==> src/hw/rtl/boxds_pkg.sv <==
// types, constants and channel arithmetic for the 2x2 box downscaler
`timescale 1ns / 1ps

package boxds_pkg;

  localparam int unsigned CHAN_W        = 8;
  localparam int unsigned SUM_W         = CHAN_W + 1;
  localparam int unsigned DIM_W         = 11;
  localparam int unsigned APB_ADDR_W    = 3;
  localparam int unsigned APB_DATA_W    = 32;
  localparam int unsigned REG_SEL_BIT   = 2;
  localparam int unsigned MAX_WIDTH_DEF  = 1024;
  localparam int unsigned MAX_HEIGHT_DEF = 1024;

  localparam logic [DIM_W-1:0] FRAME_WIDTH_RST  = 11'd640;
  localparam logic [DIM_W-1:0] FRAME_HEIGHT_RST = 11'd480;

  // register index as decoded from the address
  localparam logic REG_FRAME_WIDTH  = 1'b0;
  localparam logic REG_FRAME_HEIGHT = 1'b1;

  typedef logic [CHAN_W-1:0] chan_t;

  typedef struct packed {
    chan_t alpha;
    chan_t blue;
    chan_t green;
    chan_t red;
  } pixel_t;

  typedef struct packed {
    logic [SUM_W-1:0] alpha;
    logic [SUM_W-1:0] blue;
    logic [SUM_W-1:0] green;
    logic [SUM_W-1:0] red;
  } pair_t;

  typedef struct packed {
    logic [DIM_W-1:0] frame_width;
    logic [DIM_W-1:0] frame_height;
    logic             restart;
  } cfg_t;

  function automatic pair_t pair_sum(pixel_t a, pixel_t b);
    pair_t r;
    r.red   = {1'b0, a.red}   + {1'b0, b.red};
    r.green = {1'b0, a.green} + {1'b0, b.green};
    r.blue  = {1'b0, a.blue}  + {1'b0, b.blue};
    r.alpha = {1'b0, a.alpha} + {1'b0, b.alpha};
    return r;
  endfunction

  function automatic chan_t chan_avg(logic [SUM_W-1:0] p, logic [SUM_W-1:0] q);
    logic [SUM_W:0] s;
    s = {1'b0, p} + {1'b0, q} + (SUM_W + 1)'(2);
    return s[SUM_W:2];
  endfunction

  function automatic pixel_t box_avg(pair_t p, pair_t q);
    pixel_t r;
    r.red   = chan_avg(p.red, q.red);
    r.green = chan_avg(p.green, q.green);
    r.blue  = chan_avg(p.blue, q.blue);
    r.alpha = chan_avg(p.alpha, q.alpha);
    return r;
  endfunction

endpackage

==> src/hw/rtl/boxds_regs.sv <==
// apb register block holding the frame size
`timescale 1ns / 1ps

module boxds_regs (
  input  logic                                clk_i,
  input  logic                                rst_ni,
  input  logic                                psel,
  input  logic                                penable,
  input  logic                                pwrite,
  input  logic [boxds_pkg::APB_ADDR_W-1:0]    paddr,
  input  logic [boxds_pkg::APB_DATA_W-1:0]    pwdata,
  output logic [boxds_pkg::APB_DATA_W-1:0]    prdata,
  output logic                                pready,
  output boxds_pkg::cfg_t                     cfg_o
);

  logic [boxds_pkg::DIM_W-1:0] width_q, width_d;
  logic [boxds_pkg::DIM_W-1:0] height_q, height_d;
  logic                        wr_en;
  logic                        reg_sel;

  assign pready  = 1'b1;
  assign wr_en   = psel & penable & pwrite;
  assign reg_sel = paddr[boxds_pkg::REG_SEL_BIT];

  always_comb begin
    width_d  = width_q;
    height_d = height_q;
    if (wr_en) begin
      unique case (reg_sel)
        boxds_pkg::REG_FRAME_WIDTH:  width_d  = pwdata[boxds_pkg::DIM_W-1:0];
        boxds_pkg::REG_FRAME_HEIGHT: height_d = pwdata[boxds_pkg::DIM_W-1:0];
        default: ;
      endcase
    end
  end

  always_ff @(posedge clk_i or negedge rst_ni) begin
    if (!rst_ni) begin
      width_q  <= boxds_pkg::FRAME_WIDTH_RST;
      height_q <= boxds_pkg::FRAME_HEIGHT_RST;
    end else begin
      width_q  <= width_d;
      height_q <= height_d;
    end
  end

  always_comb begin
    unique case (reg_sel)
      boxds_pkg::REG_FRAME_WIDTH:  prdata = boxds_pkg::APB_DATA_W'(width_q);
      boxds_pkg::REG_FRAME_HEIGHT: prdata = boxds_pkg::APB_DATA_W'(height_q);
      default:                     prdata = '0;
    endcase
  end

  // any write restarts the frame
  assign cfg_o.frame_width  = width_q;
  assign cfg_o.frame_height = height_q;
  assign cfg_o.restart      = wr_en;

endmodule

==> config.mk <==
export PLATFORM = sky130hd
export DESIGN_NAME = boxds_regs
export DESIGN_NICKNAME = d
export VERILOG_FILES = /design/src/hw/rtl/boxds_pkg.sv /design/src/hw/rtl/boxds_regs.sv
export SDC_FILE = /design/constraint.sdc
export NUM_CORES = 1
export LEC_CHECK = 0
export BUFFER_PORTS_ARGS = -buffer_cell sky130_fd_sc_hd__buf_2
export CAP_MARGIN = 15
export CORE_ASPECT_RATIO = 1.25
export CORE_MARGIN = 2
export CORE_UTILIZATION = 42
export CTS_CLUSTER_SIZE = 40
export DETAILED_ROUTE_END_ITERATION = 6
export HOLD_SLACK_MARGIN = 0.12
export PLACE_DENSITY = 0.94
export SLEW_MARGIN = 20
export SYNTH_ARGS = -nofsm -noshare
export SYNTH_HDL_FRONTEND = slang
export SYNTH_SLANG_ARGS = --single-unit
==> constraint.sdc <==
create_clock -name clk_i -period 1.1 [get_ports clk_i]
set_input_delay 0 -clock clk_i [delete_from_list [all_inputs] [get_ports clk_i]]
set_output_delay 0 -clock clk_i [all_outputs]
set_load 0.02 [all_outputs]
==> flow_summary.json, run 1 <==
{
  "outcome": "complete, but fails checks",
  "violations": "negative setup slack",
  "synth_edf_count": 0,
  "placed_cell_area_sq_um": 1430,
  "yosys.area.top_type": "dfrtp_1",
  "grt_pass1_wl_mm": 4.42,
  "drv_cap": 0,
  "drtIter0Drc": 11,
  "core_area_sq_um": 2730,
  "multi_input_area_sq_um": 568,
  "yosys_warnings": 0,
  "slew_viol_final": 0,
  "fin_nets": 206,
  "path_clk_slew_ns": 0.13,
  "postLayoutCoreUtil": 0.655,
  "critPathCaptureType": "primary output",
  "cp_data_arrival_time_ns": 1.13,
  "ys_seq_area_frac": 0.458,
  "place.gp.congestion": 0.665,
  "power.density_nw_per_um2": 1730,
  "yosysUniqueCellTypes": 11,
  "finalWirelength_mm": 2.89,
  "clockBufferDepth": 2,
  "regArea_sq_um": 558,
  "drive_gt1_frac": 0.685,
  "finalClockSkew_ns": 0,
  "postLayoutCellArea_sq_um": 1790,
  "hold_violations": 0,
  "clk_latency_ns": 0.30,
  "io_pins": 96,
  "period_needed_ns": 1.13,
  "finalCritPeriodShare": 1.03,
  "vias": 883,
  "cts.sinks": 22,
  "ys_top_cells_by_count": "buf_4, mux2_2, dfrtp_1, mux2_4, dfstp_2",
  "syn_avg_cell_area_sq_um": 14.2,
  "rsz0062_at_grt": "yes",
  "cts_buffers": 3,
  "die_h_microns": 64.2,
  "grt_overflow_total": 0,
  "drc": 0,
  "row_count": 21,
  "antenna-diode-count": 0,
  "leakagePower_uw": 0.000973,
  "initial_core_util": 0.446,
  "final_antenna_net_count": 0,
  "post_drt_via_cell_ratio": 4.44,
  "synth_cells": 86,
  "antenna_found_initial": 0,
  "cp_max_fo": 3,
  "timing.hold.ws_ns": 0.170,
  "dr.pass1.iters": 5,
  "synth.area.top_cells": "dfrtp_1, mux2_2, buf_4",
  "h-tree-depth": 1,
  "grtUsageTotal": 0.179,
  "cts_tree": "built",
  "wl_per_cell_microns": 14.5,
  "hp-class": "primary input to asynchronous set/reset pin",
  "finalWorstSetupSlack_ns": -0.0323,
  "dieArea_sq_um": 3350,
  "vdd_drop_max_v": 0.000997,
  "criticalPathCategory": "flip-flop to primary output",
  "die_x_microns": 52.2,
  "place_hpwl_mm": 1.82,
  "fmax_mhz": 883,
  "setup_viol": 10,
  "synth_area_sq_um": 1220,
  "yosys.area.top_type_share": 0.329,
  "n_fill_cell": 216,
  "grt_pass1_vias": 905,
  "port-buffer-count": 50,
  "root_buffer": "clkbuf_4",
  "syn2layout_area_growth_pct": 47.0,
  "ys_ff_latch": 22,
  "ys.flop_type": "dfrtp_1",
  "grt_start_max_net_pins": 23,
  "worstSetupStartpointType": "flip-flop",
  "ys_async_sr_fraction": 1.00,
  "required_ns": 1.10
}
==> state kept, by name (all words and copies together) (netlist names) <==
name and cells:
width_q 11, height_q 11
==> critical path, cell delays in order, from the launching register on <==
cell	delay, ns
dfstp_2	0.57
mux2_4	0.15
buf_6	0.11
==> through the flow <==
step / std cells / setup slack, ns / power (uW) / TNS, ns
after detailed placement: 168 / 0.0575 / 2310 / 0
after global placement: 168 / 0.0587 / 2260 / 0
after global routing: 199 / -0.0715 / 3250 / -0.671
after CTS: 197 / -0.0317 / 3080 / -0.215
final: 199 / -0.0323 / 3100 / -0.163
after floorplan: 106 / 0.262 / 1970 / 0
==> logic make-up (layout without fill, tap and decap cells) <==
logic type	after synthesis	count (layout)	share of synthesized area
and+or+nand+nor	3	3	0.0349
buffers and inverters	26	85	0.164
DFF	22	22	0.458
other	2	22	0.00617
muxes	33	33	0.336
==> final timing paths <==
path,from,to,slack [ns],cells past startpoint
max,height_q[5]$_DFFE_PN1P_,prdata[5],-0.03,2
min,rst_ni,width_q[10]$_DFFE_PN0P_,0.17,2
max reg2reg,height_q[2]$_DFFE_PN0P_,height_q[2]$_DFFE_PN0P_,0.19,2
min reg2reg,width_q[5]$_DFFE_PN0P_,width_q[5]$_DFFE_PN0P_,0.55,1
max in group asynchronous,rst_ni,width_q[9]$_DFFE_PN1P_,0.56,2
min in group clk_i,paddr[2],height_q[10]$_DFFE_PN0P_,0.21,3
==> report_power, final <==
part           switching (uW)  internal (uW)
clock                     246            141
combinational             766            815
sequential                112           1020
==> metal layers <==
metal  track usage  vias up  part of all wire
met5             0        -                 0
met4        0.0481        0            0.0087
met3        0.0304        4             0.052
met2         0.340       36              0.58
met1         0.197      438              0.36
li1              -      405                 -
==> timing repair <==
| item | 4_1_cts | 5_1_grt |
|---|---|---|
| setup endpoints to repair | 11 | 11 |
| endpoints found under the hold margin | 44 | 0 |
| gates resized for setup | 30 | 1 |
| hold buffers | 12 | 0 |
| buffers inserted | 13 | 2 |
==> area by class of cell <==
| cell class | count | area share |
|---|---|---|
| Tap cell | 34 | 0.0238 |
| Clock buffer | 4 | 0.0147 |
| Multi-Input combinational cell | 58 | 0.317 |
| Timing Repair Buffer | 81 | 0.332 |
| Sequential cell | 22 | 0.312 |
==> cells in the final DEF (no fill, tap or decap), drive strengths merged <==
| cell type | synthesis | routed |
|---|---|---|
| buf | 26 | 69 |
| dlygate4sd3 | 0 | 12 |
| mux2 | 33 | 33 |
| and3 | 1 | 1 |
| nand4 | 1 | 1 |
| dfstp | 6 | 6 |
| nand4b | 1 | 1 |
| clkbuf | 0 | 4 |
| conb | 2 | 22 |
| dfrtp | 16 | 16 |
Power figures use the tool's default switching activity.
==> run 2: changes to the inputs <==
--- a/config.mk
+++ b/config.mk
@@ -9,11 +9,12 @@
 export CAP_MARGIN = 15
 export CORE_ASPECT_RATIO = 1.25
 export CORE_MARGIN = 2
-export CORE_UTILIZATION = 42
+export CORE_UTILIZATION = 40
+export CTS_BUF_LIST = sky130_fd_sc_hd__clkbuf_2
 export CTS_CLUSTER_SIZE = 40
 export DETAILED_ROUTE_END_ITERATION = 6
 export HOLD_SLACK_MARGIN = 0.12
-export PLACE_DENSITY = 0.94
+export PLACE_DENSITY = 0.9
 export SLEW_MARGIN = 20
 export SYNTH_ARGS = -nofsm -noshare
 export SYNTH_HDL_FRONTEND = slang
==> constraint.sdc (replaced) <==
create_clock -name clk_i -period 1.3 [get_ports clk_i]
set_input_delay 0 -clock clk_i [delete_from_list [all_inputs] [get_ports clk_i]]
set_output_delay 0 -clock clk_i [all_outputs]
set_load 0.02 [all_outputs]
==> run 2 against run 1 <==
  * The flow now finishes without violations
  * First-iteration DRC count shrank 55%
  * Global-route usage shrank 2.8 points
  * Final area shrank 12%
  * Sequential power shrank 14%
  * Sequential cell count is the same
  * Clock skew is the same
  * Non-clock buffer count shrank 15
  * Worst hold slack lost 0.033 ns
  * Largest cell class is now registers
==> flow_summary.json, run 2 (synthesis results as in run 1) <==
{
  "setup_viol": 0,
  "cts.sinks": 22,
  "wl_per_cell_microns": 13.5,
  "h-tree-depth": 1,
  "regArea_sq_um": 558,
  "slew_viol_final": 0,
  "critPathCaptureType": "primary output",
  "grt_start_max_net_pins": 23,
  "row_count": 22,
  "top_regs": "height_q x11, width_q x11",
  "path_cells": "mux2_2 -> buf_2",
  "layout_commonest_cell": "buf_2",
  "post_drt_via_cell_ratio": 4.41,
  "period_needed_ns": 1.21,
  "regToRegStartpoint": "width_q[4]$_DFFE_PN0P_",
  "io_pins": 96,
  "leakagePower_uw": 0.000847,
  "multi_input_area_sq_um": 534,
  "drtIter0Drc": 5,
  "grt_pass1_vias": 833,
  "tns_ns": 0,
  "rsz0062_at_grt": "no",
  "finalClockSkew_ns": 0,
  "n_fill_cell": 262,
  "drive_gt1_frac": 0.660,
  "grtUsageTotal": 0.150,
  "cp_data_arrival_time_ns": 1.21,
  "path_clk_slew_ns": 0.22,
  "hold_violations": 0,
  "cts_tree": "built",
  "criticalPathCategory": "flip-flop to primary output",
  "place_hpwl_mm": 1.91,
  "reg2reg_slack_ns": 0.50,
  "cts_resized": 0,
  "final_antenna_net_count": 0,
  "place.gp.congestion": 0.722,
  "fin_nets": 191,
  "syn2layout_area_growth_pct": 30.0,
  "cpMaxStageDelayCell": "dfstp_2",
  "core_area_sq_um": 2920,
  "clk_latency_ns": 0.32,
  "drv_cap": 0,
  "final_cell_mix": "buf_2, mux2_2, conb_1",
  "power.density_nw_per_um2": 1530,
  "vdd_drop_max_v": 0.000942,
  "antenna-diode-count": 0,
  "cp_max_fo": 3,
  "initial_core_util": 0.417,
  "vias": 821,
  "timing.rr.end": "width_q[4]$_DFFE_PN0P_",
  "dieArea_sq_um": 3500,
  "final_cells": 186,
  "root_buffer": "clkbuf_2",
  "worstSetupStartpointType": "flip-flop",
  "slowest_delay_ns": 0.59,
  "grt_overflow_total": 0,
  "dr.pass1.iters": 4,
  "clockBufferDepth": 2,
  "cts_buffers": 3,
  "hp-class": "primary input to asynchronous set/reset pin",
  "finalCritPeriodShare": 0.927,
  "die_h_microns": 65.7,
  "port-buffer-count": 50,
  "required_ns": 1.30,
  "grt_pass1_wl_mm": 3.86,
  "antenna_found_initial": 0,
  "finalWirelength_mm": 2.51,
  "fmax_mhz": 830,
  "outcome": "finished, final reports clean",
  "die_x_microns": 53.3,
  "dp.cells": 170,
  "r2r_cells": 1,
  "drc": 0
}
-- run 2: cell count changes in the layout (fill, tap and decap cells not counted), sizes merged --
cell | before | now
buf | 69 | 54
bufinv | 0 | 1
clkbuf | 4 | 3
-- run 2: worst max path at each step --
stage	startpoint	to	cells after the start
after global placement	paddr[2]	width_q[3]$_DFFE_PN0P_	3
after CTS	height_q[5]$_DFFE_PN1P_	prdata[5]	2
after global routing	height_q[2]$_DFFE_PN0P_	prdata[2]	2
after detailed placement	paddr[2]	width_q[0]$_DFFE_PN0P_	3
final	height_q[7]$_DFFE_PN1P_	prdata[7]	2
after floorplan	width_q[4]$_DFFE_PN0P_	width_q[4]$_DFFE_PN0P_	1
-- run 2: cell type report --
class,count,share of cell area
Sequential cell,22,0.353
Clock buffer,3,0.00949
Timing Repair Buffer,66,0.253
Multi-Input combinational cell,58,0.338
Tap cell,36,0.0285
Clock inverter,1,0.0190
-- run 2: report_power, final --
group | total (uW) | switching [uW] | internal (uW)
Clock | 468 | 203 | 265
Combinational | 982 | 557 | 424
Sequential | 975 | 110 | 865
-- run 2: what timing repair did --
item                      4_1_cts  5_1_grt
hold endpoints to repair       44        0
setup buffers                   0        0
hold buffers                   12        0
-- run 2: stage by stage --
step | setup slack (ns) | hold WS [ns] | total power (uW) | cell area, sq um | util
5_1_grt | 0.0250 | 0.151 | 2560 | 1580 | 0.542
6_report | 0.0947 | 0.137 | 2430 | 1580 | 0.542
4_1_cts | 0.0700 | 0.136 | 2450 | 1580 | 0.542
2_1_floorplan | 0.462 | -0.296 | 1670 | 1290 | -
3_5_place_dp | 0.370 | -0.0158 | 1950 | 1420 | 0.486
3_3_place_gp | 0.412 | -0.0295 | 1910 | 1420 | 0.486
-- run 2: routing by layer --
layer	track usage	part of all wire	wire [microns]	up-vias
met3	0.0136	0.045	112	4
li1	-	-	-	378
met1	0.153	0.36	908	402
met2	0.285	0.57	1430	37
met4	0.0833	0.022	54	0
met5	0	0	0	-
-- run 2: worst max-delay path, delay by kind of cell (launching register included) --
kind,cells,cell delay (ns)
DFF,1,0.59
buffers and inverters,1,0.15
muxes,1,0.14
==> run 3: changes to the inputs <==
--- a/config.mk
+++ b/config.mk
@@ -15,6 +15,7 @@
 export DETAILED_ROUTE_END_ITERATION = 6
 export HOLD_SLACK_MARGIN = 0.12
 export PLACE_DENSITY = 0.9
+export SETUP_SLACK_MARGIN = 0.4
 export SLEW_MARGIN = 20
 export SYNTH_ARGS = -nofsm -noshare
 export SYNTH_HDL_FRONTEND = slang
==> run 3 against run 2 <==
  * Clock power increased by 2%
  * Largest power group unchanged
  * Critical path depth did not move
  * Sequential share of layout area down 11 points
  * Final area up 44%
  * Non-clock buffer count grew 40
  * Worst hold slack worse by 0.0094 ns
  * Setup slack gained 0.00090 ns
  * Register-to-register slack worse by 0.32 ns
  * First-iteration DRC count is the same
==> flow_summary.json, run 3 (synthesis results as in run 1) <==
{
  "outcome": "finished, final reports clean",
  "required_ns": 1.30,
  "slew_headroom": 0.662,
  "tns_ns": 0,
  "finalWirelength_mm": 4.16,
  "finalClockSkew_ns": 0,
  "final_cell_mix": "buf_6, mux2_4, conb_1",
  "fin_nets": 231,
  "die_x_microns": 53.3,
  "initial_core_util": 0.417,
  "drc": 0,
  "antenna-diode-count": 0,
  "dp.cells": 170,
  "top_regs": "height_q x11, width_q x11",
  "dieArea_sq_um": 3500,
  "leakagePower_uw": 0.00122,
  "io_pins": 96,
  "fmax_mhz": 830,
  "cp_data_arrival_time_ns": 1.20,
  "die_h_microns": 65.7,
  "vias": 1036,
  "r2r_cells": 4,
  "h-tree-depth": 1,
  "period_needed_ns": 1.20,
  "drv_cap": 0,
  "wl_per_cell_microns": 18.4,
  "power.density_nw_per_um2": 1550,
  "hp-class": "primary input to asynchronous set/reset pin",
  "reg2reg_slack_ns": 0.18,
  "slew_viol_final": 0,
  "criticalPathCategory": "flip-flop to primary output",
  "syn2layout_area_growth_pct": 87.7,
  "root_buffer": "clkbuf_2",
  "clk_latency_ns": 0.32,
  "row_count": 22,
  "place_hpwl_mm": 1.91,
  "tightest_slew_ns": 0.506,
  "dr.pass1.iters": 4,
  "setup_viol": 0,
  "cts.sinks": 22,
  "grt_overflow_total": 0,
  "grt_start_max_net_pins": 23,
  "final_cells": 226,
  "cts_tree": "built",
  "grtUsageTotal": 0.195,
  "post_drt_via_cell_ratio": 4.58,
  "finalCritPeriodShare": 0.926,
  "grt_pass1_vias": 1030,
  "grt_pass1_wl_mm": 4.84,
  "antenna_found_initial": 0,
  "clockBufferDepth": 2,
  "worstSetupStartpointType": "flip-flop",
  "path_clk_slew_ns": 0.22,
  "rsz0062_at_grt": "yes",
  "regToRegStartpoint": "height_q[10]$_DFFE_PN0P_",
  "n_fill_cell": 177,
  "hold_violations": 0,
  "drtIter0Drc": 5,
  "drive_gt1_frac": 0.732,
  "final_antenna_net_count": 0,
  "layout_commonest_cell": "buf_6",
  "cts_buffers": 3,
  "timing.rr.end": "height_q[10]$_DFFE_PN0P_",
  "cp_max_fo": 2,
  "port-buffer-count": 50,
  "core_area_sq_um": 2920,
  "place.gp.congestion": 0.722,
  "critPathCaptureType": "primary output",
  "vdd_drop_max_v": 0.000927
}
run 3: worst max path at each step:
stage	cells after the start	slack, ns	to	start
final	2	0.1	prdata[7]	width_q[7]$_DFFE_PN1P_
after global routing	2	0.04	prdata[10]	width_q[10]$_DFFE_PN0P_
after CTS	2	0.11	prdata[10]	width_q[10]$_DFFE_PN0P_
after detailed placement	3	0.37	width_q[0]$_DFFE_PN0P_	paddr[2]
after global placement	3	0.41	width_q[3]$_DFFE_PN0P_	paddr[2]
after floorplan	1	0.46	width_q[4]$_DFFE_PN0P_	width_q[4]$_DFFE_PN0P_
run 3: final cells by class:
type,instances,area (sq um),share of cell area
clock inverters,1,30.0,0.0131
flip-flops and latches,22,558,0.244
well taps,36,45.0,0.0197
repair buffers,106,1040,0.455
multi-input cells,58,598,0.262
clock buffers,3,15.0,0.00657
run 3: through the flow:
step / worst slack [ns] / util / instance area [sq um] / power (uW) / hold WS (ns)
6_report: 0.0956 / 0.783 / 2280 / 3550 / 0.128
5_1_grt: 0.0392 / 0.783 / 2280 / 3690 / 0.156
4_1_cts: 0.111 / 0.686 / 2000 / 3080 / 0.136
3_5_place_dp: 0.370 / 0.486 / 1420 / 1950 / -0.0158
3_3_place_gp: 0.412 / 0.486 / 1420 / 1910 / -0.0295
2_1_floorplan: 0.462 / - / 1290 / 1670 / -0.296
run 3: worst max-delay path, stage by stage (launching register included):
cell and delay (ns):
dfstp_2 0.61, mux2_4 0.16, buf_6 0.11
run 3: metal layers:
layer  routed length [microns]  global-route usage
met1                      1380               0.181
met3                       148              0.0182
met2                      2500               0.398
met4                       137              0.0865
met5                         0                   0
run 3: power by group:
part | switching, uW | internal [uW] | leakage [uW] | total, uW
sequential | 129 | 866 | 0.000255 | 995
combinational | 829 | 1250 | 0.000941 | 2080
clock | 211 | 265 | 0.0000266 | 477
run 3: timing repair:
item                                   4_1_cts  5_1_grt
gates resized for setup                     82       36
hold buffers                                12        0
endpoints found under the hold margin       44        0
buffers inserted                            20       20
setup endpoints to repair                   33       48
